==> src/rtl/lsbb64_pkg.sv <==
// Shared types, constants and the base64 alphabet lookup for the stego extractor.
package lsbb64_pkg;

  localparam int unsigned PosWidth    = 40;
  localparam int unsigned OffsetWidth = 24;
  localparam int unsigned CountWidth  = 32;
  localparam int unsigned RemWidth    = 31;

  localparam logic [PosWidth-1:0]    PosMax      = '1;
  localparam logic [OffsetWidth-1:0] OffsetReset = 24'd54;
  localparam logic [7:0]             CountBits   = 8'd32;
  localparam logic [7:0]             PadChar     = 8'h3D;  // '='
  localparam logic signed [4:0]      PendReset   = -5'sd8;
  localparam logic signed [4:0]      PendStep    = 5'sd6;
  localparam logic signed [4:0]      PendByte    = 5'sd8;

  typedef enum logic [1:0] {
    PhSkip,
    PhCount,
    PhChars,
    PhDone
  } phase_e;

  // One step result handed from the core to the output register.
  typedef struct packed {
    logic       emit;
    logic [7:0] data;
    logic       valid;
    logic       eom;
  } res_t;

  typedef struct packed {
    logic       hit;
    logic [5:0] idx;
  } b64_t;

  // Alphabet: A-Z, a-z, 0-9, '+', '/'.
  function automatic b64_t b64_lookup(input logic [7:0] c);
    b64_t r;
    r.hit = 1'b1;
    r.idx = '0;
    if (c >= 8'h41 && c <= 8'h5A) begin
      r.idx = 6'(c - 8'h41);
    end else if (c >= 8'h61 && c <= 8'h7A) begin
      r.idx = 6'(c - 8'h47);
    end else if (c >= 8'h30 && c <= 8'h39) begin
      r.idx = 6'(c + 8'h04);
    end else if (c == 8'h2B) begin
      r.idx = 6'd62;
    end else if (c == 8'h2F) begin
      r.idx = 6'd63;
    end else begin
      r.hit = 1'b0;
    end
    return r;
  endfunction

endpackage

==> src/rtl/lsbb64_core.sv <==
// Extraction state and one-step decode: position, count, character and base64 bit packing.
module lsbb64_core (
  input  logic                            clk_i,
  input  logic                            rst_ni,
  input  logic                            step_i,
  input  logic [7:0]                      file_byte_i,
  input  logic                            sof_i,
  input  logic [lsbb64_pkg::OffsetWidth-1:0] pixel_offset_i,
  output lsbb64_pkg::res_t                res_o
);
  import lsbb64_pkg::*;

  phase_e                 ph_q, ph_d;
  logic [PosWidth-1:0]    pos_q, pos_d;
  logic [CountWidth-1:0]  cnt_q, cnt_d;
  logic [RemWidth-1:0]    rem_q, rem_d;
  logic [7:0]             sh_q, sh_d;
  logic [2:0]             bic_q, bic_d;
  logic [11:0]            acc_q, acc_d;
  logic signed [4:0]      pend_q, pend_d;

  always_comb begin
    phase_e            ph;
    logic [PosWidth-1:0] pos;
    logic              lsb;
    logic signed [4:0] pend_t;
    b64_t              lk;

    res_o = '0;
    lsb   = file_byte_i[0];
    lk    = '0;
    pend_t = '0;

    // A start of file clears everything before this byte is looked at.
    if (sof_i) begin
      ph     = PhSkip;
      pos    = '0;
      cnt_d  = '0;
      rem_d  = '0;
      sh_d   = '0;
      bic_d  = '0;
      acc_d  = '0;
      pend_d = PendReset;
    end else begin
      ph     = ph_q;
      pos    = pos_q;
      cnt_d  = cnt_q;
      rem_d  = rem_q;
      sh_d   = sh_q;
      bic_d  = bic_q;
      acc_d  = acc_q;
      pend_d = pend_q;
    end

    pos_d = (pos != PosMax) ? pos + PosWidth'(1) : pos;

    if (ph == PhSkip && pos >= {{(PosWidth-OffsetWidth){1'b0}}, pixel_offset_i}) begin
      ph = PhCount;
    end
    ph_d = ph;

    unique case (ph)
      PhCount: begin
        cnt_d = {cnt_d[CountWidth-2:0], lsb};
        sh_d  = sh_d + 8'd1;
        if (sh_d >= CountBits) begin
          sh_d = '0;
          if (cnt_d[CountWidth-1] || cnt_d == '0) begin
            ph_d       = PhDone;
            res_o.emit = 1'b1;
            res_o.eom  = 1'b1;
          end else begin
            rem_d = cnt_d[RemWidth-1:0];
            bic_d = '0;
            ph_d  = PhChars;
          end
        end
      end
      PhChars: begin
        sh_d  = {sh_d[6:0], lsb};
        bic_d = bic_d + 3'd1;
        if (bic_d == '0) begin
          lk    = b64_lookup(sh_d);
          rem_d = rem_d - RemWidth'(1);
          if (!lk.hit) begin
            if (sh_d == PadChar) begin
              ph_d       = PhDone;
              res_o.emit = 1'b1;
              res_o.eom  = 1'b1;
            end
          end else begin
            acc_d  = {acc_d[5:0], lk.idx};
            pend_t = pend_d + PendStep;
            if (!pend_t[4]) begin
              // Balance is 0, 2 or 4 here.
              priority if (pend_t[2]) begin
                res_o.data = acc_d[11:4];
              end else if (pend_t[1]) begin
                res_o.data = acc_d[9:2];
              end else begin
                res_o.data = acc_d[7:0];
              end
              res_o.valid = 1'b1;
              res_o.emit  = 1'b1;
              pend_d      = pend_t - PendByte;
            end else begin
              pend_d = pend_t;
            end
          end
          sh_d = '0;
          if (ph_d == PhChars && rem_d == '0) begin
            ph_d       = PhDone;
            res_o.emit = 1'b1;
            res_o.eom  = 1'b1;
          end
        end
      end
      default: ;  // still skipping, or done until the next file
    endcase
  end

  always_ff @(posedge clk_i or negedge rst_ni) begin
    if (!rst_ni) begin
      ph_q   <= PhSkip;
      pos_q  <= '0;
      cnt_q  <= '0;
      rem_q  <= '0;
      sh_q   <= '0;
      bic_q  <= '0;
      acc_q  <= '0;
      pend_q <= PendReset;
    end else if (step_i) begin
      ph_q   <= ph_d;
      pos_q  <= pos_d;
      cnt_q  <= cnt_d;
      rem_q  <= rem_d;
      sh_q   <= sh_d;
      bic_q  <= bic_d;
      acc_q  <= acc_d;
      pend_q <= pend_d;
    end
  end

endmodule

==> src/rtl/lsb_stego_base64_extractor_unit.sv <==
// Top level: stream wrapper around the LSB stego extractor and base64 decoder.
//
//  channel   | dir | fields (low bit up)                      | handshake
//  ----------+-----+------------------------------------------+-------------------
//  s_axis    | in  | tdata: file_byte[7:0]; tuser: start_of_file | tvalid/tready
//  m_axis    | out | tdata: decoded_byte[7:0]; tuser: byte_valid;| tvalid/tready
//            |     | tlast: end_of_message                    |
//  cfg       | in  | cfg_wdata_i: pixel_offset[23:0]          | cfg_we_i, no wait
//
// One item per cycle sustained while the output is not stalled. An item is
// first held in the input register, then the core updates its state and,
// when the item produces a result, loads the output register.
// Reset (rst_ni low, asynchronous) empties both registers, returns the offset
// to 54 and the decoder to its header-skipping state.
// A stalled output holds the input register; s_axis_tready stays high whenever
// the output register is empty or being drained.
module lsb_stego_base64_extractor_unit (
  input  logic                               clk_i,
  input  logic                               rst_ni,
  input  logic                               s_axis_tvalid,
  output logic                               s_axis_tready,
  input  logic [7:0]                         s_axis_tdata,   // [7:0] file_byte
  input  logic                               s_axis_tuser,   // [0] start_of_file
  output logic                               m_axis_tvalid,
  input  logic                               m_axis_tready,
  output logic [7:0]                         m_axis_tdata,   // [7:0] decoded_byte
  output logic                               m_axis_tuser,   // [0] byte_valid
  output logic                               m_axis_tlast,   // end_of_message
  input  logic                               cfg_we_i,
  input  logic [lsbb64_pkg::OffsetWidth-1:0] cfg_wdata_i     // pixel_offset
);
  import lsbb64_pkg::*;

  logic [OffsetWidth-1:0] offset_q;

  logic       in_valid_q;
  logic [7:0] in_byte_q;
  logic       in_sof_q;

  logic       out_valid_q;
  logic [7:0] out_data_q;
  logic       out_bv_q;
  logic       out_eom_q;

  logic       s_accept;
  logic       advance;  // input register item may move through the core
  logic       step;
  res_t       res;

  assign advance       = !out_valid_q || m_axis_tready;
  assign s_axis_tready = !in_valid_q || advance;
  assign s_accept      = s_axis_tvalid && s_axis_tready;
  assign step          = in_valid_q && advance;

  always_ff @(posedge clk_i or negedge rst_ni) begin
    if (!rst_ni) begin
      offset_q <= OffsetReset;
    end else if (cfg_we_i) begin
      offset_q <= cfg_wdata_i;
    end
  end

  // Input register
  always_ff @(posedge clk_i or negedge rst_ni) begin
    if (!rst_ni) begin
      in_valid_q <= 1'b0;
    end else if (s_accept) begin
      in_valid_q <= 1'b1;
    end else if (advance) begin
      in_valid_q <= 1'b0;
    end
  end

  always_ff @(posedge clk_i) begin
    if (s_accept) begin
      in_byte_q <= s_axis_tdata;
      in_sof_q  <= s_axis_tuser;
    end
  end

  lsbb64_core u_core (
    .clk_i          (clk_i),
    .rst_ni         (rst_ni),
    .step_i         (step),
    .file_byte_i    (in_byte_q),
    .sof_i          (in_sof_q),
    .pixel_offset_i (offset_q),
    .res_o          (res)
  );

  // Result register; most items produce nothing and just pass.
  always_ff @(posedge clk_i or negedge rst_ni) begin
    if (!rst_ni) begin
      out_valid_q <= 1'b0;
    end else if (step && res.emit) begin
      out_valid_q <= 1'b1;
    end else if (m_axis_tready) begin
      out_valid_q <= 1'b0;
    end
  end

  always_ff @(posedge clk_i) begin
    if (step && res.emit) begin
      out_data_q <= res.data;
      out_bv_q   <= res.valid;
      out_eom_q  <= res.eom;
    end
  end

  assign m_axis_tvalid = out_valid_q;
  assign m_axis_tdata  = out_data_q;
  assign m_axis_tuser  = out_bv_q;
  assign m_axis_tlast  = out_eom_q;

endmodule

==> config.mk <==
export PLATFORM = sky130hd
export DESIGN_NAME = lsb_stego_base64_extractor_unit
export DESIGN_NICKNAME = d
export VERILOG_FILES = /design/src/rtl/lsbb64_pkg.sv /design/src/rtl/lsbb64_core.sv /design/src/rtl/lsb_stego_base64_extractor_unit.sv
export SDC_FILE = /design/constraint.sdc
export NUM_CORES = 1
export LEC_CHECK = 0
export BUFFER_PORTS_ARGS = -buffer_cell sky130_fd_sc_hd__clkbuf_2
export CAP_MARGIN = 20
export CORE_ASPECT_RATIO = 1.2
export CORE_MARGIN = 8
export CORE_UTILIZATION = 40
export CTS_CLUSTER_DIAMETER = 30
export DETAILED_ROUTE_END_ITERATION = 12
export HOLD_SLACK_MARGIN = 0.06
export PLACE_DENSITY = 0.63
export SYNTH_ARGS = -nofsm -noshare
export SYNTH_HDL_FRONTEND = slang
export SYNTH_SLANG_ARGS = --single-unit
==> constraint.sdc <==
create_clock -name clk_i -period 5 [get_ports clk_i]
set_input_delay 1 -clock clk_i [delete_from_list [all_inputs] [get_ports clk_i]]
set_output_delay 1 -clock clk_i [all_outputs]
set_load 0.03 [all_outputs]
==> out/results.ini <==
[outcome]
outcome = completed

[place]
io_buffers = 42
routabilityCongestion = 0.9176
dp_hpwl_um = 18710
dp_worst_setup_slack_ns = 0.8303

[drt]
wl_per_cell_um = 17.90
route.detailed.drc = 0
post_drt_via_cell_ratio = 5.922
wl_um = 27210
vias = 9001
detail_route.iter0.violations = 728
drtPass1Iterations = 6
antenna_left = 0

[floorplan]
die_y_um = 191.9
num_io_pins = 50
num_rows = 64
fp.coreArea_um2 = 25460
initial_core_util_pct = 40.50
fp.dieArea_um2 = 31200
die_x_um = 162.6

[global_route]
grt_pass1_wl_um = 45800
first_global_vias = 8935
antenna_found_initial = 0
grt-ovfl-total = 0
grt_max_degree = 91
grt_usage_pct = 17.83

[setup_path]
endpoint_kind = flip-flop
crit_type = reg -> reg
crit_path_start_kind = flip-flop
critPathRequiredTime_ns = 5.14
cp_max_fo = 20
critical_path_arrival_ns = 4.43

[yosys]
ys_ff_latch = 163
async_reset_ff_share_pct = 92.64
syn_area_per_cell_um2 = 8.838
synth_ff_type = dfrtp_1
synthDistinctLibCells = 79
ys_warn_count = 0
syn_inst = 1167
syn_area_um2 = 10310
synth-edff-count = 12
syn_nets = 1247
ys_seq_area_share_pct = 40.20

[layout]
drive_above_1_share_pct = 11.68
diodes = 0
syn2layout_area_growth_pct = 10.69
fin_nets = 1257

[cts]
cts_buffer_depth = 2
cts_resized = 0
cts.sink_count = 163
cts_buffers = 17
postCtsSetupRepairBufs = 0
cts_tree = yes
htreeDepth = 4
clk_pin_slew_worst_paths_ns = 0.07
clk_latency_ns = 0.44
hold_buffers = 0
cts_root_buf = clkbuf_16

[timing]
hold_viol = 0
period_share_pct = 85.83
hold_ws_ns = 0.4767
max_slew_margin_pct = 37.35
fin_crit_ns = 4.291
setup_viol = 0
tightestPinTransition_ns = 0.9387
setup_ws_ns = 0.7086
grt_setup_unrepaired = no
clock.fmax_mhz = 233.0
skew_ns = 0.02036
drv_slew = 0
finalSetupTns_ns = 0

[job]
maxCapViolCount = 0

[pwr]
pwr_density_cell_nw_per_um2 = 271.9
finalPower_mw = 3.104
max-vdd-ir-drop_uv = 199.0
p_leak_nw = 4.893

[min_path]
min-delay-path-class = reg -> reg

## cells in the final DEF (no fill, tap or decap), types with 5 or more instances in the layout
master / synthesis / final
nand2_1: 153 / 153
dfrtp_1: 145 / 145
o21ai_0: 89 / 89
nor2_1: 75 / 74
a21oi_1: 52 / 52
nand3_1: 49 / 49
ha_1: 42 / 42
clkbuf_2: 0 / 41
nor2b_1: 41 / 40
inv_1: 39 / 39
a22oi_1: 37 / 37
xor2_1: 33 / 33
nand4_1: 26 / 26
xnor2_1: 24 / 24
nor3_1: 22 / 22
nor4_1: 21 / 21
a221o_1: 19 / 19
buf_4: 0 / 18
clkbuf_16: 0 / 17
a22o_1: 13 / 13
nand2b_1: 13 / 12
and3_1: 12 / 12
edfxtp_1: 12 / 12
a211oi_1: 11 / 11
mux2i_1: 11 / 11
and2_1: 10 / 10
o211ai_1: 9 / 9
o221ai_1: 8 / 8
a31oi_1: 8 / 8
mux2_2: 6 / 6
dfstp_2: 6 / 6
o31ai_1: 6 / 5
o21a_1: 5 / 5
or3_1: 5 / 5
## flip-flops by register name, summed over array words and instances, names as in the netlist
register	cells
m_axis_tvalid	1
in_valid_q	1
m_axis_tdata	8
u_core.cnt_q	31
u_core.rem_q	31
m_axis_tuser	1
u_core.bic_q	3
u_core.pend_q	4
m_axis_tlast	1
offset_q	24
in_byte_q	1
u_core.pos_q	40
u_core.acc_q	6
in_sof_q	1
u_core.ph_q	2
u_core.sh_q	8
## metal layers
layer  GRT usage, %  share of wire [%]
met5              0                  0
met2          30.26                 49
met4          7.774                2.7
met3          2.487                4.7
met1          22.28                 44
## synth_stat cells, drive strengths merged (28+ instances only)
cell | count | area, um^2
nand2 | 155 | 586.8
dfrtp | 145 | 3628
o21ai | 94 | 478.0
nor2 | 76 | 287.8
a21oi | 52 | 260.3
nand3 | 49 | 245.2
clkbuf | 46 | 172.7
ha | 42 | 525.5
nor2b | 41 | 256.5
inv | 40 | 150.1
a22oi | 37 | 277.8
xor2 | 33 | 289.0
nand4 | 28 | 196.4
## layout make-up
type                    instances  area (um^2)
repair buffers                 61        362.8
clock buffers                  17        425.4
clock inverters                15        160.2
well taps                     330        412.9
multi-input cells             894         5758
fillers                      2448        14050
inverters                      40        150.1
flip-flops and latches        163         4146
## final timing paths
| path | start | end | slack, ns | depth (start not counted) |
|---|---|---|---|---|
| min reg2reg | u_core.pend_q[3] | u_core.pend_q[3] | 0.48 | 2 |
| max reg2reg | in_sof_q | m_axis_tdata[2] | 0.71 | 12 |
| min in group asynchronous | rst_ni | u_core.cnt_q[18] | 0.63 | 1 |
| min | u_core.pend_q[3] | u_core.pend_q[3] | 0.48 | 2 |
| max in group asynchronous | rst_ni | offset_q[2] | 3.36 | 2 |
| max | in_sof_q | m_axis_tdata[2] | 0.71 | 12 |
## power by group
group / internal (mW) / total (mW) / switching [mW] / leakage [nW]
logic: 0.134 / 0.397 / 0.264 / 2.48
clock network: 0.669 / 1.30 / 0.631 / 0.288
registers: 1.37 / 1.41 / 0.0347 / 2.12
## worst max-delay path, cell delays in order (launching register included)
cell      delay [ns]
edfxtp_1        0.33
buf_4           0.25
inv_2           0.24
nand2_1         0.17
ha_1            0.40
nor4b_2         0.54
nor2_1          0.25
or4_1           0.51
a32oi_1         0.28
nor4b_2         0.24
nand4_1         0.28
a31oi_1         0.25
buf_4           0.23
## stage by stage
step	utilization, %	area, um^2	instances
detailed placement	42.53	10830	1488
CTS	44.83	11420	1520
finish	44.83	11420	1520
floorplan	-	10310	1167
global route	44.83	11420	1520
global placement	42.49	10820	1487
## kinds of logic after synthesis
logic type / count (synthesis) / synth area share (%)
and+or+nand+nor: 477 / 24.21
AOI/OAI and AO/OA: 301 / 19.75
DFF: 163 / 40.20
buffers and inverters: 110 / 4.173
xor gates and xnor gates: 57 / 4.840
adders and majority gates: 42 / 5.095
muxes: 17 / 1.723
Note: power is estimated with default switching activity, not from simulation.
